File: config.mk
export PLATFORM = sky130hd
export DESIGN_NAME = scv_mac
export DESIGN_NICKNAME = d
export VERILOG_FILES = /design/src/hdl/scv_pkg.sv /design/src/hdl/scv_mac.sv
export SDC_FILE = /design/constraint.sdc
export NUM_CORES = 2
export LEC_CHECK = 0
export BUFFER_PORTS_ARGS = -buffer_cell sky130_fd_sc_hd__buf_2
export CORE_ASPECT_RATIO = 0.9
export CORE_MARGIN = 3
export CORE_UTILIZATION = 55
export DETAILED_ROUTE_END_ITERATION = 8
export GPL_TIMING_DRIVEN = 1
export MAX_ROUTING_LAYER = met4
export PLACE_DENSITY = 0.82
export SYNTH_ARGS = -nofsm -noshare
export SYNTH_HDL_FRONTEND = slang
export SYNTH_SLANG_ARGS = --single-unit
File: constraint.sdc
create_clock -name i_clk -period 13.21 [get_ports i_clk]
set_input_delay 2.642 -clock i_clk [delete_from_list [all_inputs] [get_ports i_clk]]
set_output_delay 2.642 -clock i_clk [all_outputs]
set_load 0.03 [all_outputs]
File: src/hdl/scv_pkg.sv
// Package for the sparse constraint violation block.
// Holds field widths, action codes, saturation helpers and the row hand-off struct.
// No dependencies.
package scv_pkg;

    localparam int DATA_W = 32;   // Q16.16 inputs
    localparam int COL_W  = 10;   // column field width
    localparam int PROD_W = 64;   // exact Q32.32 product
    localparam int FRAC_W = 16;   // fraction bits dropped after the multiply
    localparam int ACC_W  = 48;   // signed Q32.16 accumulator and residual
    localparam int VIOL_W = 47;   // unsigned Q31.16 violation, sum and max
    localparam int CNT_W  = 16;   // row counter and equality count

    // Action codes
    localparam logic ACTION_LOAD = 1'b0;
    localparam logic ACTION_TERM = 1'b1;

    localparam logic signed [ACC_W-1:0] ACC_MAX  = {1'b0, {(ACC_W-1){1'b1}}};
    localparam logic signed [ACC_W-1:0] ACC_MIN  = {1'b1, {(ACC_W-1){1'b0}}};
    localparam logic [VIOL_W-1:0]       VIOL_MAX = {VIOL_W{1'b1}};
    localparam logic [CNT_W-1:0]        CNT_MAX  = {CNT_W{1'b1}};

    // Row markers and bound that travel with a term
    typedef struct packed {
        logic                     row_end;
        logic                     last_row;
        logic signed [DATA_W-1:0] bound;
    } t_term_ctl;

    // A finished row, handed from the accumulator to the metrics stages
    typedef struct packed {
        logic                     valid;
        logic                     is_eq;
        logic                     last_row;
        logic signed [DATA_W-1:0] bound;
        logic signed [ACC_W-1:0]  row_value;
    } t_row_done;

    // Clamp a one-bit-grown signed sum to the 48-bit signed range
    function automatic logic signed [ACC_W-1:0] sat_acc(input logic signed [ACC_W:0] v);
        logic signed [ACC_W-1:0] r;
        if (v[ACC_W] != v[ACC_W-1]) begin
            r = v[ACC_W] ? ACC_MIN : ACC_MAX;
        end else begin
            r = v[ACC_W-1:0];
        end
        return r;
    endfunction

endpackage

File: src/hdl/scv_mac.sv
// Multiply-accumulate and row bookkeeping for the sparse constraint violation block.
// Product register, saturating row accumulator and row counter; depends on scv_pkg.
module scv_mac (
    input  logic                              i_clk,
    input  logic                              i_rst_n,
    input  logic                              i_en,
    input  logic                              i_term_valid,
    input  logic signed [scv_pkg::DATA_W-1:0] i_coefficient,
    input  logic signed [scv_pkg::DATA_W-1:0] i_x_elem,
    input  logic                              i_hit,
    input  scv_pkg::t_term_ctl                i_ctl,
    input  logic [scv_pkg::CNT_W-1:0]         i_num_equalities,
    output scv_pkg::t_row_done                o_done
);

    logic signed [scv_pkg::PROD_W-1:0] r_prod;
    logic                              r_p_valid;
    scv_pkg::t_term_ctl                r_p_ctl;
    logic signed [scv_pkg::ACC_W-1:0]  r_acc;
    logic                              r_clear;
    logic [scv_pkg::CNT_W-1:0]         r_row_cnt;
    scv_pkg::t_row_done                r_done;

    logic signed [scv_pkg::DATA_W-1:0] x_sel;
    logic signed [scv_pkg::ACC_W-1:0]  addend;
    logic signed [scv_pkg::ACC_W-1:0]  base;
    logic signed [scv_pkg::ACC_W:0]    acc_sum;
    logic signed [scv_pkg::ACC_W-1:0]  n_acc;
    logic [scv_pkg::CNT_W-1:0]         n_row_cnt;

    // Out-of-range column contributes nothing
    assign x_sel = i_hit ? i_x_elem : '0;

    // Product stage: exact Q32.32
    always_ff @(posedge i_clk) begin
        if (i_en) begin
            r_prod  <= scv_pkg::PROD_W'(i_coefficient) * scv_pkg::PROD_W'(x_sel);
            r_p_ctl <= i_ctl;
        end
    end

    always_ff @(posedge i_clk) begin
        if (!i_rst_n) begin
            r_p_valid <= 1'b0;
        end else if (i_en) begin
            r_p_valid <= i_term_valid;
        end
    end

    // Drop 16 fraction bits (floor), add to the row, saturate
    assign addend  = $signed(r_prod[scv_pkg::FRAC_W +: scv_pkg::ACC_W]);
    assign base    = r_clear ? '0 : r_acc;
    assign acc_sum = (scv_pkg::ACC_W+1)'(base) + (scv_pkg::ACC_W+1)'(addend);
    assign n_acc   = scv_pkg::sat_acc(acc_sum);

    // Row counter: clears after the last row, sticks at its top
    always_comb begin
        n_row_cnt = r_row_cnt;
        if (r_p_ctl.last_row) begin
            n_row_cnt = '0;
        end else if (r_row_cnt != scv_pkg::CNT_MAX) begin
            n_row_cnt = r_row_cnt + 1'b1;
        end
    end

    // Accumulator and row state
    always_ff @(posedge i_clk) begin
        if (!i_rst_n) begin
            r_acc     <= '0;
            r_clear   <= 1'b0;
            r_row_cnt <= '0;
        end else if (i_en && r_p_valid) begin
            r_acc   <= n_acc;
            r_clear <= r_p_ctl.row_end;
            if (r_p_ctl.row_end) begin
                r_row_cnt <= n_row_cnt;
            end
        end
    end

    // Row hand-off register
    always_ff @(posedge i_clk) begin
        if (!i_rst_n) begin
            r_done.valid <= 1'b0;
        end else if (i_en) begin
            r_done.valid <= r_p_valid && r_p_ctl.row_end;
        end
    end

    always_ff @(posedge i_clk) begin
        if (i_en) begin
            r_done.is_eq     <= r_row_cnt < i_num_equalities;
            r_done.last_row  <= r_p_ctl.last_row;
            r_done.bound     <= r_p_ctl.bound;
            r_done.row_value <= n_acc;
        end
    end

    assign o_done = r_done;

endmodule

==> impl_metrics.tcl <==
set metrics [dict create \
    outcome "finished, final reports clean" \
    rsz0062_at_grt "no" \
    initial_core_util_pct 55.7 \
    yosysTopAreaCellShare_pct 45.9 \
    hold_viol 0 \
    wirelength_mm 135 \
    max_freq_mhz 84.5 \
    synth_top_cell_by_area "fa_1" \
    die_w_microns 315 \
    synth-async-reset-ratio_pct 0 \
    die_area_sq_mm 0.0894 \
    clock_sinks 231 \
    cts_root_buf "clkbuf_16" \
    vias 35840 \
    grt_pass1_wl_mm 213 \
    syn-instance-count 4907 \
    grt_usage_pct 31.6 \
    ys_types 73 \
    io_buffers 201 \
    synth_area_per_cell_sq_um 9.63 \
    insertion_delay_ns 0.52 \
    post-cts-setup-buffers 0 \
    wl_per_cell_microns 22.3 \
    crit_top_cell "fa_1" \
    dpl.hpwl_mm 102 \
    cap_violations 0 \
    drc_errors 0 \
    maxSlewViolCount 0 \
    synth.ff_latch_count 231 \
    synth_enable_flop_cells 164 \
    worst_slew_pin_slew_ns 1.20 \
    netlist_area_sq_mm 0.0472 \
    cts_buffer_depth 3 \
    cp.required_ns 13.47 \
    synth_nets 6352 \
    antenna_found_initial 6 \
    grt_overflow 0 \
    final_cells 6026 \
    ant_nets 0 \
    cp-end-kind "register" \
    start_kind "primary input" \
    synth_area_leaders "fa_1 (46%), edfxtp_1 (10%), inv_1 (8.1%)" \
    yosysSeqAreaShare_pct 13.3 \
    place_congestion 1.01 \
    drt-vias-per-instance 5.95 \
    reg2reg_to "r_acc[21]" \
    syn_to_final_growth_pct 5.12 \
    yosys-top-cells-count "fa_1 (1082), inv_1 (1016), nand2_1 (627)" \
    fill_cells 7065 \
    final-setup-viol-count 0 \
    slew_headroom_pct 19.7 \
    h-tree-depth 1 \
    fin_nets 6299 \
    reg2reg_from "r_clear" \
    cts_made_buffers 25 \
    fin_crit_sh_pct 89.6 \
    holdBufCountCts 0 \
    crit_path_max_fanout 188 \
    grt_max_degree 189 \
    period_minus_slack_ns 11.84 \
    cts_tree "done" \
    dpl.cell_count 5960 \
    r2r_cells 14 \
    io_pins 202 \
    hold_path_depth 0 \
    ys.flop_type "edfxtp_1" \
    crit_path_max_incr_delay_ns 0.94 \
    firstDrtPassIters 8 \
    cts_resized 0 \
    drt_iter0_drc 3863 \
    core_region_area_sq_mm 0.0848 \
    grt_pass1_vias 38194 \
    die_h_microns 284 \
    rrSetupSlack_ns 7.97 \
    yosysMostFrequentCell "fa_1" \
    arrival_ns 12.10 \
    crit_type "in2reg" \
    min_from "r_p_ctl[8]" \
    hold-path-endpoint "o_done[56]" \
    std_cell_rows 101 \
    path_clk_slew_ns 0.06 \
    slowest_stage "and2_1" \
    drive_above_1_share_pct 6.32 \
    fin_skew_ns 0.0118 \
    hp-class "reg2reg" \
    yosysWarnings 0 \
    setup_tns_ns 0 \
]
## per-stage QoR
stage          cell area, sq um  worst slack, ns  util, %  hold WS (ns)
2_1_floorplan             47200             2.46        -         0.400
3_3_place_gp              48800             1.46     57.5         0.400
3_5_place_dp              48800             1.23     57.5         0.405
4_1_cts                   49600             1.78     58.5         0.411
5_1_grt                   49600             1.15     58.5         0.426
6_report                  49700             1.37     58.6         0.413
## state kept, by name, indices dropped and copies added (netlist names)
name,flops
r_clear,1
r_acc,48
r_p_valid,1
r_row_cnt,16
r_p_ctl,34
r_prod,48
o_done,83
## layout make-up
class | instances | area, sq um | share of cell area (%)
Sequential cell | 231 | 6270 | 12.6
Timing Repair Buffer | 233 | 1290 | 2.59
Antenna cell | 21 | 52.6 | 0.106
Inverter | 1016 | 3810 | 7.68
Tap cell | 1133 | 1420 | 2.85
Clock buffer | 30 | 654 | 1.32
Clock inverter | 15 | 199 | 0.401
Multi-Input combinational cell | 3347 | 36000 | 72.4
## worst max path at each step
stage	startpoint	to	slack [ns]	cells after the start
2_1_floorplan	i_hit	r_prod[57]	2.46	26
3_3_place_gp	i_hit	r_prod[61]	1.46	26
3_5_place_dp	i_hit	r_prod[61]	1.23	26
4_1_cts	i_hit	r_prod[61]	1.78	26
5_1_grt	i_hit	r_prod[61]	1.15	26
6_report	i_hit	r_prod[61]	1.37	26
## critical path: cells and delay by family
family | cells | cell delay [ns]
xor gates and xnor gates | 1 | 0.14
AOI/OAI and AO/OA | 7 | 2.00
and+or+nand+nor | 3 | 1.21
adders and majority gates | 9 | 4.58
buffers and inverters | 6 | 1.27
## cell usage in the layout (no fill, tap or decap), drive strengths merged, types with 7 or more instances in the layout
cell type / n
a31oi: 17
and2: 40
xnor2: 71
nand2b: 13
or3: 8
edfxtp: 164
nand3: 28
clkbuf: 30
a211oi: 13
a21oi: 125
o31a: 7
nand2: 627
ha: 244
nor2: 83
inv: 1016
clkinv: 9
o211ai: 26
and3: 517
nor2b: 63
nor3: 17
a21o: 57
or2: 20
dfxtp: 67
diode: 21
buf: 233
o21ai: 108
nand4: 28
o21a: 11
xor2: 44
o21bai: 15
fa: 1082
## kinds of logic after synthesis
family,synth area share [%]
xor gates and xnor gates,2.13
muxes,0.109
adders and majority gates,52.3
buffers and inverters,10.6
DFF,13.3
AOI/OAI and AO/OA,6.00
and+or+nand+nor,15.6
## routing by layer
metal  up-vias  wire length, microns  GRT usage, %
li1      15063                     -             -
met1     17903                 50600          41.4
met2      2392                 59000          46.2
met3       482                 18700          9.84
met4         0                  6370          12.1
met5         -                     0             -
Power is left out: the tool's default activity adds up to more than one toggle a clock period on the data nets, which glitch-free logic cannot reach.
