<file path="config.mk">
export PLATFORM = sky130hd
export DESIGN_NAME = scv_metrics
export DESIGN_NICKNAME = d
export VERILOG_FILES = /design/src/hdl/scv_pkg.sv /design/src/hdl/scv_metrics.sv
export SDC_FILE = /design/constraint.sdc
export NUM_CORES = 1
export LEC_CHECK = 0
export BUFFER_PORTS_ARGS = -buffer_cell sky130_fd_sc_hd__buf_4
export CAP_MARGIN = 40
export CORE_UTILIZATION = 30
export DETAILED_ROUTE_END_ITERATION = 8
export GPL_TIMING_DRIVEN = 0
export SLEW_MARGIN = 20
export SYNTH_ARGS = -nofsm -noshare
export SYNTH_HDL_FRONTEND = slang
export SYNTH_SLANG_ARGS = --single-unit
</file>
<file path="constraint.sdc">
create_clock -name i_clk -period 7.9 [get_ports i_clk]
set_clock_uncertainty 0.15 [all_clocks]
set_input_delay 0.79 -clock i_clk [delete_from_list [all_inputs] [get_ports i_clk]]
set_output_delay 0.79 -clock i_clk [all_outputs]
set_load 0.02 [all_outputs]
</file>
<file path="src/hdl/scv_pkg.sv">
// Package for the sparse constraint violation block.
// Holds field widths, action codes, saturation helpers and the row hand-off struct.
// No dependencies.
package scv_pkg;

    localparam int DATA_W = 32;   // Q16.16 inputs
    localparam int COL_W  = 10;   // column field width
    localparam int PROD_W = 64;   // exact Q32.32 product
    localparam int FRAC_W = 16;   // fraction bits dropped after the multiply
    localparam int ACC_W  = 48;   // signed Q32.16 accumulator and residual
    localparam int VIOL_W = 47;   // unsigned Q31.16 violation, sum and max
    localparam int CNT_W  = 16;   // row counter and equality count

    // Action codes
    localparam logic ACTION_LOAD = 1'b0;
    localparam logic ACTION_TERM = 1'b1;

    localparam logic signed [ACC_W-1:0] ACC_MAX  = {1'b0, {(ACC_W-1){1'b1}}};
    localparam logic signed [ACC_W-1:0] ACC_MIN  = {1'b1, {(ACC_W-1){1'b0}}};
    localparam logic [VIOL_W-1:0]       VIOL_MAX = {VIOL_W{1'b1}};
    localparam logic [CNT_W-1:0]        CNT_MAX  = {CNT_W{1'b1}};

    // Row markers and bound that travel with a term
    typedef struct packed {
        logic                     row_end;
        logic                     last_row;
        logic signed [DATA_W-1:0] bound;
    } t_term_ctl;

    // A finished row, handed from the accumulator to the metrics stages
    typedef struct packed {
        logic                     valid;
        logic                     is_eq;
        logic                     last_row;
        logic signed [DATA_W-1:0] bound;
        logic signed [ACC_W-1:0]  row_value;
    } t_row_done;

    // Clamp a one-bit-grown signed sum to the 48-bit signed range
    function automatic logic signed [ACC_W-1:0] sat_acc(input logic signed [ACC_W:0] v);
        logic signed [ACC_W-1:0] r;
        if (v[ACC_W] != v[ACC_W-1]) begin
            r = v[ACC_W] ? ACC_MIN : ACC_MAX;
        end else begin
            r = v[ACC_W-1:0];
        end
        return r;
    endfunction

endpackage

</file>
<file path="src/hdl/scv_metrics.sv">
// Residual, violation and running sum/max stages with the result register.
// Consumes finished rows from scv_mac; depends on scv_pkg.
module scv_metrics (
    input  logic                              i_clk,
    input  logic                              i_rst_n,
    input  logic                              i_en,
    input  scv_pkg::t_row_done                i_done,
    input  logic                              i_out_ready,
    output logic                              o_stall,
    output logic                              o_out_valid,
    output logic signed [scv_pkg::ACC_W-1:0]  o_residual,
    output logic [scv_pkg::VIOL_W-1:0]        o_violation_sum,
    output logic [scv_pkg::VIOL_W-1:0]        o_violation_max,
    output logic                              o_final_res
);

    // Residual stage
    logic                              r_r_valid;
    logic                              r_r_eq;
    logic                              r_r_last;
    logic signed [scv_pkg::ACC_W-1:0]  r_r_res;
    // Violation stage
    logic                              r_v_valid;
    logic                              r_v_last;
    logic signed [scv_pkg::ACC_W-1:0]  r_v_res;
    logic [scv_pkg::VIOL_W-1:0]        r_v_viol;
    // Running metrics and result register
    logic [scv_pkg::VIOL_W-1:0]        r_sum;
    logic [scv_pkg::VIOL_W-1:0]        r_max;
    logic                              r_out_valid;
    logic signed [scv_pkg::ACC_W-1:0]  r_out_res;
    logic [scv_pkg::VIOL_W-1:0]        r_out_sum;
    logic [scv_pkg::VIOL_W-1:0]        r_out_max;
    logic                              r_out_last;

    logic signed [scv_pkg::ACC_W:0]    diff;
    logic [scv_pkg::ACC_W-1:0]         mag;
    logic [scv_pkg::VIOL_W-1:0]        n_viol;
    logic [scv_pkg::VIOL_W:0]          sum_wide;
    logic [scv_pkg::VIOL_W-1:0]        n_sum;
    logic [scv_pkg::VIOL_W-1:0]        n_max;

    // Hold the pipe only when a result is ready and the result register is blocked
    assign o_stall = r_out_valid && !i_out_ready && r_v_valid;

    // Residual: row value minus bound, saturated
    assign diff = (scv_pkg::ACC_W+1)'(i_done.row_value) - (scv_pkg::ACC_W+1)'(i_done.bound);

    always_ff @(posedge i_clk) begin
        if (!i_rst_n) begin
            r_r_valid <= 1'b0;
        end else if (i_en) begin
            r_r_valid <= i_done.valid;
        end
    end

    always_ff @(posedge i_clk) begin
        if (i_en) begin
            r_r_eq   <= i_done.is_eq;
            r_r_last <= i_done.last_row;
            r_r_res  <= scv_pkg::sat_acc(diff);
        end
    end

    // Violation: absolute value on equalities, positive part on inequalities
    assign mag = r_r_res[scv_pkg::ACC_W-1] ? scv_pkg::ACC_W'(-r_r_res)
                                           : scv_pkg::ACC_W'(r_r_res);

    always_comb begin
        if (r_r_eq) begin
            n_viol = mag[scv_pkg::ACC_W-1] ? scv_pkg::VIOL_MAX : mag[scv_pkg::VIOL_W-1:0];
        end else if (r_r_res[scv_pkg::ACC_W-1]) begin
            n_viol = '0;
        end else begin
            n_viol = r_r_res[scv_pkg::VIOL_W-1:0];
        end
    end

    always_ff @(posedge i_clk) begin
        if (!i_rst_n) begin
            r_v_valid <= 1'b0;
        end else if (i_en) begin
            r_v_valid <= r_r_valid;
        end
    end

    always_ff @(posedge i_clk) begin
        if (i_en) begin
            r_v_last <= r_r_last;
            r_v_res  <= r_r_res;
            r_v_viol <= n_viol;
        end
    end

    // Saturating sum and running max
    assign sum_wide = {1'b0, r_sum} + {1'b0, r_v_viol};
    assign n_sum    = sum_wide[scv_pkg::VIOL_W] ? scv_pkg::VIOL_MAX
                                                : sum_wide[scv_pkg::VIOL_W-1:0];
    assign n_max    = (r_v_viol > r_max) ? r_v_viol : r_max;

    always_ff @(posedge i_clk) begin
        if (!i_rst_n) begin
            r_sum <= '0;
            r_max <= '0;
        end else if (i_en && r_v_valid) begin
            r_sum <= r_v_last ? '0 : n_sum;
            r_max <= r_v_last ? '0 : n_max;
        end
    end

    // Result register
    always_ff @(posedge i_clk) begin
        if (!i_rst_n) begin
            r_out_valid <= 1'b0;
        end else if (i_en) begin
            if (r_v_valid) begin
                r_out_valid <= 1'b1;
            end else if (i_out_ready) begin
                r_out_valid <= 1'b0;
            end
        end
    end

    always_ff @(posedge i_clk) begin
        if (i_en && r_v_valid) begin
            r_out_res  <= r_v_res;
            r_out_sum  <= n_sum;
            r_out_max  <= n_max;
            r_out_last <= r_v_last;
        end
    end

    assign o_out_valid     = r_out_valid;
    assign o_residual      = r_out_res;
    assign o_violation_sum = r_out_sum;
    assign o_violation_max = r_out_max;
    assign o_final_res     = r_out_last;

endmodule

</file>
==> results of run 1 <==
[worst max path at each step]
stage                  from         to  cells past startpoint
3_5_place_dp   r_v_viol[18]  r_sum[43]                     14
5_1_grt        r_v_viol[18]  r_sum[21]                     14
2_1_floorplan          i_en  r_max[36]                      7
6_report       r_v_viol[18]  r_sum[43]                     14
4_1_cts        r_v_viol[18]  r_sum[43]                     14
3_3_place_gp           i_en  r_max[40]                      8
[cell families (layout without fill, tap and decap cells)]
kind of cell | after synthesis | count (layout) | synth area share, %
fa+ha+maj | 148 | 148 | 8.72
simple gates | 546 | 546 | 12.9
mux | 49 | 49 | 2.57
compound gates | 601 | 601 | 18.6
buf+inv | 216 | 525 | 3.92
flops | 386 | 386 | 49.8
xor+xnor | 84 | 84 | 3.45
[cells in the final DEF, fill, tap and decap left out, types with 16 or more instances in the layout]
cell type    n
buf_4      231
clkbuf_1    82
nand2b_1    39
o21ai_0    111
a211oi_1    16
o21bai_1    18
xor2_1      31
ha_1       143
inv_1      128
nor2_1      88
clkbuf_16   41
nand3_1     25
edfxtp_1   289
nor3_1      25
xnor2_1     53
a31oi_1     22
mux2_2      45
dfxtp_1     97
nor3b_1     27
a21o_1      74
a22o_1      95
nand4_1     33
nand2_1    204
a21oi_1    166
[power groups by stage]
stage | Clock, mW | Sequential (mW) | Combinational (mW)
floorplan | 0 | 2.55 | 0.696
CTS | 1.99 | 2.58 | 1.04
global route | 2.06 | 2.60 | 1.15
global placement | 0 | 2.63 | 1.02
finish | 1.93 | 2.58 | 1.03
detailed placement | 0 | 2.63 | 1.03
[worst register-to-register path, delay by kind of cell, from the launching register on]
kind,cells,cell delay [ns]
flip-flops,1,0.51
AND/OR/NAND/NOR,2,0.36
AO/OA/AOI/OAI,8,2.15
buffers and inverters,3,1.59
adder cells (fa/ha/maj),1,0.33
[layout make-up]
type | count | area [um^2] | area share, %
clock buffer | 54 | 1090 | 4.27
tap | 940 | 1180 | 4.59
multi-input combinational | 1428 | 9850 | 38.5
buffer | 87 | 352 | 1.37
sequential | 386 | 10600 | 41.4
timing repair buffer | 234 | 1800 | 7.03
clock inverter | 21 | 238 | 0.928
inverter | 129 | 492 | 1.92
[state kept, by name (all words and copies together) (netlist names)]
| register | cells |
|---|---|
| o_out_valid | 1 |
| o_final_res | 1 |
| r_r_eq | 1 |
| o_violation_max | 47 |
| r_v_last | 1 |
| r_v_valid | 1 |
| o_violation_sum | 47 |
| r_r_res | 48 |
| r_r_last | 1 |
| o_residual | 48 |
| r_v_viol | 47 |
| r_v_res | 48 |
| r_sum | 47 |
| r_max | 47 |
| r_r_valid | 1 |
[per-layer routing]
layer	global-route usage (%)	vias to the layer above	wire length, um	share of wire (%)
li1	-	8090	-	-
met1	22.2	7578	28000	46
met2	27.6	421	28300	47
met3	2.18	99	2530	4.2
met4	5.37	0	1780	2.9
met5	0	-	0	0
[through the flow]
| step | setup WS (ns) | cell area (um^2) | util (%) |
|---|---|---|---|
| 3_5_place_dp | 2.65 | 24300 | 34.6 |
| 6_report | 2.75 | 25600 | 36.5 |
| 4_1_cts | 2.62 | 25600 | 36.5 |
| 2_1_floorplan | 2.60 | 21300 | - |
| 3_3_place_gp | -1.86 | 24200 | 34.5 |
| 5_1_grt | 2.45 | 25600 | 36.5 |
==> results by group, run 1 <==
Timing
  – Fmax: about 0.19 GHz
  – Least-Margin Pin Slew: around 0.91 ns
  – Setup TNS Final: 0 ns
  – Hold_ws: 0.251 ns
  – Slew headroom: a little under two fifths
  – RSZ-0062 raised after global routing: false
  – Final Hold Viols: 0
  – Final period util: roughly 65%
  – Final worst path period need: around 5.1 ns
  – Setup violators final: 0
  – Pins Over Slew Limit: 0

Floorplanning
  – Die Area: around 70000 um^2
  – Ports: around 230
  – Die X: around 270 um
  – Starting density of the core: 30.4%
  – Die Y: approximately 270 um
  – Std-Cell Rows: 97
  – Core Region: 70100 um^2

Setup path
  – CP required: approximately 8.3 ns
  – Startpoint Class: flop
  – CP top delay family: compound AO/OA/AOI/OAI gates
  – CP Max Fanout: 10
  – Reg-to-reg slack, setup: roughly 2.8 ns
  – Worst r2r path cells: 14
  – WS Path Type: reg -> reg
  – RR Endpoint: r_sum[43]
  – CP Capture Type: flop
  – Slowest stage delay, CP: about 0.7 ns
  – Most frequent CP cell: clkbuf_1
  – Max stage delay cell, worst path: clkbuf_1
  – Worst path cell trace: ha_1, clkbuf_1, nand2_1, a21oi_1, o21ai_0, a211oi_1, o2111ai_1, a211oi_1, o21ai_1, a21oi_1, clkbuf_1, clkbuf_1, or2_2, a22o_1
  – Critical path arrival: 5.50 ns
  – Crit path buffers/inverters: 3
  – RR Startpoint: r_v_viol[18]

Clock tree
  – Max Buffers Root-to-Sink: 3
  – CTS tree: yes
  – Clock-pin slew on the worst setup and hold paths: roughly 0.06 ns
  – CTS Root Cell: clkbuf_16
  – Clock Latency Late Sink: 0.57 ns
  – CTS Buf Count: a little over 40
  – CTS resizes: 0
  – H-tree depth: 2
  – Clk sinks: 386
  – Hold_buf cts: 0
  – Post-CTS Setup Inserts: 0

Power and ir drop
  – Sw Share: between 20 and 30%
  – Total power: 5.54 mW
  – Seq pwr share: a little under half
  – Combinational share of power: 18.6%
  – Power per standard cell area: between 200 and 250 nW/um^2
  – Clk pwr share: a little over a third
  – Peak VDD IR: ~0.12 mV
  – Net Sw Power: 1.60 mW
  – Lkg Pwr: approximately 10 nW
  – Pint: around 3.9 mW

Global routing
  – Initial antenna violation count: 0
  – Gr usage total: around 17%
  – Vias in the first global route: ~16000
  – Global route overflow: 0
  – First-pass GRT wire length: a little over 90 mm
  – Largest net degree at the start of global routing: a little over 90

Synth
  – Most common cell in the synthesized netlist: edfxtp_1
  – Post-synth net total: 2262
  – Top cell type's share of synthesized area: about 40%
  – Register bit total from synthesis: roughly 390
  – Ys Warns: 0
  – Syn avg cell area: between 10 and 15 um^2
  – Top FF cell, synth: edfxtp_1
  – Asr flop ratio synth: 0%
  – Ranking of synthesized cells by area: edfxtp_1, dfxtp_1, ha_1, a22o_1, a21oi_1
  – Cell variety after synth: 78
  – Post-Syn Instances: between 2000 and 2500
  – Post-synthesis cell area: between 20000 and 25000 um^2
  – EDFF count, synth: between 200 and 300
  – Register area share after synthesis: between 40% and 50%
  – Dominant cell type by area after synthesis: edfxtp_1
  – Post-synth top cells: edfxtp_1, nand2_1, a21oi_1, ha_1, inv_1

Hold path
  – HP Start: i_done[80]
  – Worst hold path depth: 1
  – Hold crit path type: in -> reg
  – Worst hold endpoint: r_r_last

Layout
  – Synthesis-to-layout area growth: 20.3%
  – Fill cells: between 7000 and 8000
  – Fin cells: around 3300
  – Layout Nets: around 2500
  – Share of cells above drive strength 1: 16.3%
  – Number of inserted diodes: 0

Placement
  – GPL Wtd Cong: roughly 0.89
  – DP HPWL: between 40 and 50 mm
  – Inst Count DP: about 3200
  – IO buf count: between 200 and 250

Job
  – MaxCap Viol Count: 0

Routing
  – 1st-iter DRT viols: just over 900
  – DRT Pass-1 Iters: 6
  – Vias: roughly 16000
  – DRC viols: 0
  – Average wire per standard cell: 18.5 um
  – Post-Route WL: around 61 mm
  – Antenna Nets Post-Route: 0
  – Vias/cell: between 4 and 5

Outcome
  – Run status: finished clean
Note: power is estimated with default switching activity, not from simulation.
==> run 2: changes to the inputs <==
clock period = 5.4 ns   (was 7.9 ns; I/O delays follow)
==> run 2 against run 1 <==
Compared with the run above: first-iteration DRC count decreased by 6.5%; core utilization is essentially flat; fmax is 5.7% higher; highest routed layer unchanged; clock power up 46%; global-route usage about the same; critical path depth stayed put; sequential power rose by 47%; combinational power increased by 47%; die area unchanged; critical endpoint unchanged; non-clock buffer count rose by 2.
==> results by group, run 2 (synthesized netlist as in run 1, its figures left out) <==
Routing
  – Average wire per standard cell: 18.5 um (about the same)
  – Antenna Nets Post-Route: 0 (unchanged)
  – DRT Pass-1 Iters: 5 (-1)
  – Vias: 16200 (-0.20%)
  – Post-Route WL: 60.6 mm (about the same)
  – Vias/cell: 4.92 (-0.26%)
  – 1st-iter DRT viols: 871 (-6.5%)
  – DRC viols: 0 (unchanged)

Setup path
  – CP required: 5.75 ns (-2.50 ns)
  – CP Max Fanout: 10 (unchanged)
  – CP Capture Type: flop
  – Critical path arrival: 5.22 ns (-0.28 ns)
  – Startpoint Class: flop
  – WS Path Type: reg -> reg

Job
  – MaxCap Viol Count: 0 (unchanged)

Clock tree
  – CTS Buf Count: 41 (unchanged)
  – H-tree depth: 2 (unchanged)
  – Clk sinks: 386 (unchanged)
  – Clock-pin slew on the worst setup and hold paths: 0.07 ns (about the same)
  – Max Buffers Root-to-Sink: 3 (unchanged)
  – Clock Latency Late Sink: 0.57 ns (about the same)
  – CTS Root Cell: clkbuf_16
  – CTS tree: yes

Floorplanning
  – Die Y: 269 um (unchanged)
  – Die X: 269 um (unchanged)
  – Std-Cell Rows: 97 (unchanged)
  – Die Area: 72100 um^2 (unchanged)
  – Core Region: 70100 um^2 (unchanged)
  – Ports: 232 (unchanged)
  – Starting density of the core: 30.4% (unchanged)

Hold path
  – Hold crit path type: in -> reg

Global routing
  – Vias in the first global route: 16100 (-0.031%)
  – Gr usage total: 16.6% (about the same)
  – First-pass GRT wire length: 92.2 mm (about the same)
  – Global route overflow: 0 (unchanged)
  – Largest net degree at the start of global routing: 91 (unchanged)
  – Initial antenna violation count: 0 (unchanged)

Timing
  – Slew headroom: 35.3% (-2.2 points)
  – Final worst path period need: 4.87 ns (-0.277 ns)
  – Setup violators final: 0 (unchanged)
  – Least-Margin Pin Slew: 0.946 ns (+0.0323 ns)
  – Final Hold Viols: 0 (unchanged)
  – Final period util: 90.2% (+25 points)
  – Fmax: 0.205 GHz (+5.7%)
  – Pins Over Slew Limit: 0 (unchanged)
  – RSZ-0062 raised after global routing: false
  – PnR worst setup slack: 0.531 ns (-2.22 ns)

Power and ir drop
  – Power per standard cell area: 316 nW/um^2 (+46%)
  – Peak VDD IR: 0.169 mV (+45%)
  – Total power: 8.10 mW (+46%)
  – Lkg Pwr: 10.3 nW (+0.11%)

Layout
  – Number of inserted diodes: 0 (unchanged)
  – Layout Nets: 2541 (+0.079%)
  – Share of cells above drive strength 1: 16.4% (+0.029 points)
  – Fill cells: 7030 (-0.057%)
  – Fin cells: 3281 (+0.061%)
  – Synthesis-to-layout area growth: 20.4% (about the same)
  – Most frequent cells in the layout: edfxtp_1, buf_4, nand2_1
  – Commonest non-fill, non-tap cell in the layout: edfxtp_1

Outcome
  – Run status: finished clean

Placement
  – DP HPWL: 47.7 mm (unchanged)
  – IO buf count: 231 (unchanged)
  – GPL Wtd Cong: 0.891 (unchanged)
  – Place WS: 0.151 ns (-2.50 ns)
  – Inst Count DP: 3204 (unchanged)
==> run 2: cell count changes in the layout (fill, tap and decap cells not counted) <==
cell and change:
dlygate4sd3_1 +2, clkbuf_2 +1, clkbuf_1 -1
==> run 2: metal layers <==
layer / global-route usage, % / share of wire [%] / up-vias
met5: 0 / 0 / -
met4: 5.37 / 2.9 / 0
met3: 2.18 / 3.8 / 99
met2: 27.6 / 47 / 387
met1: 22.2 / 47 / 7569
li1: - / - / 8100
==> run 2: worst max-delay path, stage by stage, from the launching register on <==
cell,delay [ns]
edfxtp_1,0.51
ha_1,0.33
clkbuf_1,0.35
nand2_1,0.09
a21oi_1,0.22
o21ai_0,0.17
a211oi_1,0.44
o2111ai_1,0.30
a211oi_1,0.44
o21ai_1,0.10
a21oi_1,0.34
clkbuf_1,0.54
clkbuf_2,0.47
or2_2,0.21
a22o_1,0.13
==> run 2: cell type report <==
class | instances | area (um^2) | share of cell area, %
tap | 940 | 1180 | 4.59
clock inverter | 21 | 238 | 0.927
buffer | 87 | 353 | 1.38
timing repair buffer | 236 | 1820 | 7.10
inverter | 129 | 492 | 1.92
clock buffer | 54 | 1090 | 4.27
sequential | 386 | 10600 | 41.4
multi-input combinational | 1428 | 9850 | 38.4
==> run 2: final timing paths <==
path	from	end	slack (ns)	cells past startpoint
worst max-delay path	r_v_viol[18]	r_sum[43]	0.53	14
worst max register to register	r_v_viol[18]	r_sum[43]	0.53	14
worst min register to register	r_v_res[25]	o_residual[25]	0.26	0
worst min-delay path	i_rst_n	r_r_valid	0.08	2
==> run 2: repair_timing <==
| item | 4_1_cts | 5_1_grt |
|---|---|---|
| hold endpoints to repair | 2 | 0 |
| buffers inserted | 0 | 0 |
| gates resized for setup | 0 | 2 |
| endpoints found under the setup margin | 0 | 8 |
| hold buffers | 2 | 0 |
==> run 2: metrics by stage <==
stage	hold slack (ns)	setup TNS (ns)	util, %	area, um^2
2_1_floorplan	0.250	0	-	21300
3_3_place_gp	0.253	-440.67	34.5	24200
3_5_place_dp	0.255	0	34.6	24300
4_1_cts	0.0413	0	36.6	25600
5_1_grt	0.0545	0	36.6	25600
6_report	0.0756	0	36.6	25600
==> run 2: where the power goes <==
part | switching, mW | internal (mW)
clock network | 1.18 | 1.64
registers | 0.263 | 3.52
logic | 0.899 | 0.609
==> run 3: changes to the inputs <==
clock period = 4.8 ns   (was 5.4 ns; I/O delays follow)
==> run 3 against run 2 <==
Compared with the run above: design area rose by 0.15%; combinational power rose by 13%; final cell count rose by 0.18%; first-iteration DRC count fell by 3.0%; highest routed layer unchanged; sequential share of layout area fell by 0.060 points; worst setup slack got worse by 0.25 ns.
==> results by group, run 3 (synthesized netlist as in run 1, its figures left out) <==
Routing
  – Vias: 16300 (+0.63%)
  – Vias/cell: 4.95 (+0.45%)
  – 1st-iter DRT viols: 845 (-3.0%)
  – Average wire per standard cell: 18.5 um (+0.22%)
  – DRT Pass-1 Iters: 4 (-1)
  – DRC viols: 0 (unchanged)
  – Post-Route WL: 60.8 mm (+0.40%)
  – Antenna Nets Post-Route: 0 (unchanged)

Hold path
  – Hold crit path type: in -> reg
  – Worst hold endpoint: o_out_valid
  – Worst hold path depth: 4 (+2)
  – HP Start: i_out_ready

Clock tree
  – Clk sinks: 386 (unchanged)
  – CTS tree: yes
  – Clock Latency Late Sink: 0.57 ns (about the same)
  – CTS Root Cell: clkbuf_16
  – Post-CTS Setup Inserts: 0 (unchanged)
  – H-tree depth: 2 (unchanged)
  – CTS Buf Count: 41 (unchanged)
  – Max Buffers Root-to-Sink: 3 (unchanged)
  – Clock-pin slew on the worst setup and hold paths: 0.06 ns (about the same)

Timing
  – Least-Margin Pin Slew: 0.744 ns (-0.202 ns)
  – Final Hold Viols: 0 (unchanged)
  – Slew headroom: 49.1% (+14 points)
  – Setup violators final: 0 (unchanged)
  – Final period util: 94.2% (+4.0 points)
  – Hold_ws: 0.0730 ns (-0.00254 ns)
  – Final worst path period need: 4.52 ns (-0.348 ns)
  – RSZ-0062 raised after global routing: false
  – PnR worst setup slack: 0.279 ns (-0.252 ns)
  – Pins Over Slew Limit: 0 (unchanged)
  – Fmax: 0.221 GHz (+7.7%)

Power and ir drop
  – Power per standard cell area: 351 nW/um^2 (+11%)
  – Lkg Pwr: 10.3 nW (+0.43%)
  – Peak VDD IR: 0.201 mV (+19%)

Layout
  – Layout Nets: 2546 (+0.20%)
  – Most frequent cells in the layout: edfxtp_1, buf_4, nand2_1
  – Design area: 25700 um^2 (+0.15%)
  – Number of inserted diodes: 0 (unchanged)
  – Share of cells above drive strength 1: 16.8% (+0.43 points)
  – Synthesis-to-layout area growth: 20.5%
  – Commonest non-fill, non-tap cell in the layout: edfxtp_1

Global routing
  – Global route overflow: 0 (unchanged)
  – Gr usage total: 16.6% (+0.020 points)
  – Initial antenna violation count: 2 (+2)
  – Largest net degree at the start of global routing: 78 (-14%)
  – First-pass GRT wire length: 92.4 mm (+0.19%)
  – Vias in the first global route: 16200 (+0.58%)

Setup path
  – Startpoint Class: flop
  – CP Capture Type: flop
  – CP required: 5.11 ns (-0.64 ns)
  – RR Startpoint: r_v_viol[0]
  – CP top delay family: compound AO/OA/AOI/OAI gates
  – CP Max Fanout: 4 (-6)
  – Max stage delay cell, worst path: a2111oi_0
  – Critical path arrival: 4.83 ns (-0.39 ns)
  – RR Endpoint: r_sum[46]
  – Slowest stage delay, CP: 0.68 ns (+0.14 ns)
  – Worst path cell trace: ha_1, inv_1, fa_1, and2b_1, o211ai_1, a2111oi_0, o21a_1, o311a_1, a41oi_1, o31ai_1, nand4_1, a31o_2, a22o_1
  – Reg-to-reg slack, setup: 0.28 ns (-0.25 ns)
  – WS Path Type: reg -> reg
  – Crit path buffers/inverters: 1 (-2)
  – Worst r2r path cells: 13 (-1)

Floorplanning
  – Die Y: 269 um (unchanged)
  – Core Region: 70100 um^2 (unchanged)
  – Die Area: 72100 um^2 (unchanged)
  – Std-Cell Rows: 97 (unchanged)
  – Starting density of the core: 30.4% (unchanged)
  – Die X: 269 um (unchanged)
  – Ports: 232 (unchanged)

Placement
  – GPL Wtd Cong: 0.892 (+0.10%)
  – IO buf count: 231 (unchanged)
  – Post-DP Area: 24300 um^2 (+0.20%)
  – DP HPWL: 48.4 mm (+1.6%)
  – Place WS: -0.314 ns (-0.465 ns)

Job
  – MaxCap Viol Count: 0 (unchanged)

Outcome
  – Run status: finished clean
run 3: final cells by class:
type / count / area, um^2
Fill cell: 7070 / 44500
Sequential cell: 386 / 10600
Multi-Input combinational cell: 1428 / 9860
Timing Repair Buffer: 241 / 1890
Tap cell: 940 / 1180
Clock buffer: 50 / 1160
Inverter: 129 / 488
Buffer: 87 / 355
Clock inverter: 26 / 135
run 3: timing repair:
action,4_1_cts,5_1_grt
resized for setup,3,1
endpoints found under the setup margin,40,32
gates cloned,0,0
hold endpoints to repair,4,0
hold buffers,4,0
run 3: how the worst max path moves through the flow:
stage / start / endpoint / slack [ns] / cells after the start
floorplan: i_en / r_max[36] / 0.81 / 7
detailed placement: r_v_viol[18] / r_sum[43] / -0.31 / 14
finish: r_v_viol[0] / r_sum[46] / 0.28 / 13
global route: r_v_viol[18] / r_sum[6] / 0.007 / 14
CTS: r_v_viol[18] / r_sum[15] / 0.11 / 14
global placement: i_en / r_max[40] / -2.13 / 8
run 3: power by group:
group          total, mW  switching (mW)  leakage, nW  internal, mW
logic               1.70            1.02         6.16         0.688
registers           4.26           0.301         3.53          3.96
clock network       3.04            1.32        0.651          1.72
total               9.01            2.64         10.3          6.37
run 3: layer usage:
metal	wire length (um)	global-route usage (%)
met3	2110	1.69
met5	0	0
met2	29000	28.4
met4	1390	5.05
met1	28300	22.0
run 3: metrics by stage:
step                      util (%)  total power [mW]  TNS [ns]  std cells
after floorplan                  -              5.33         0       2030
after global placement        34.5              6.01   -196.30       3201
after detailed placement      34.7              6.03    -11.23       3207
after CTS                     36.6              9.11         0       3287
after global routing          36.6              9.44         0       3287
final                         36.6              9.01         0       3287
run 3: worst min-delay path: cells and delay by family:
family          cells  cell delay, ns
buf+inv             1            0.09
compound gates      1            0.07
simple gates        2            0.11
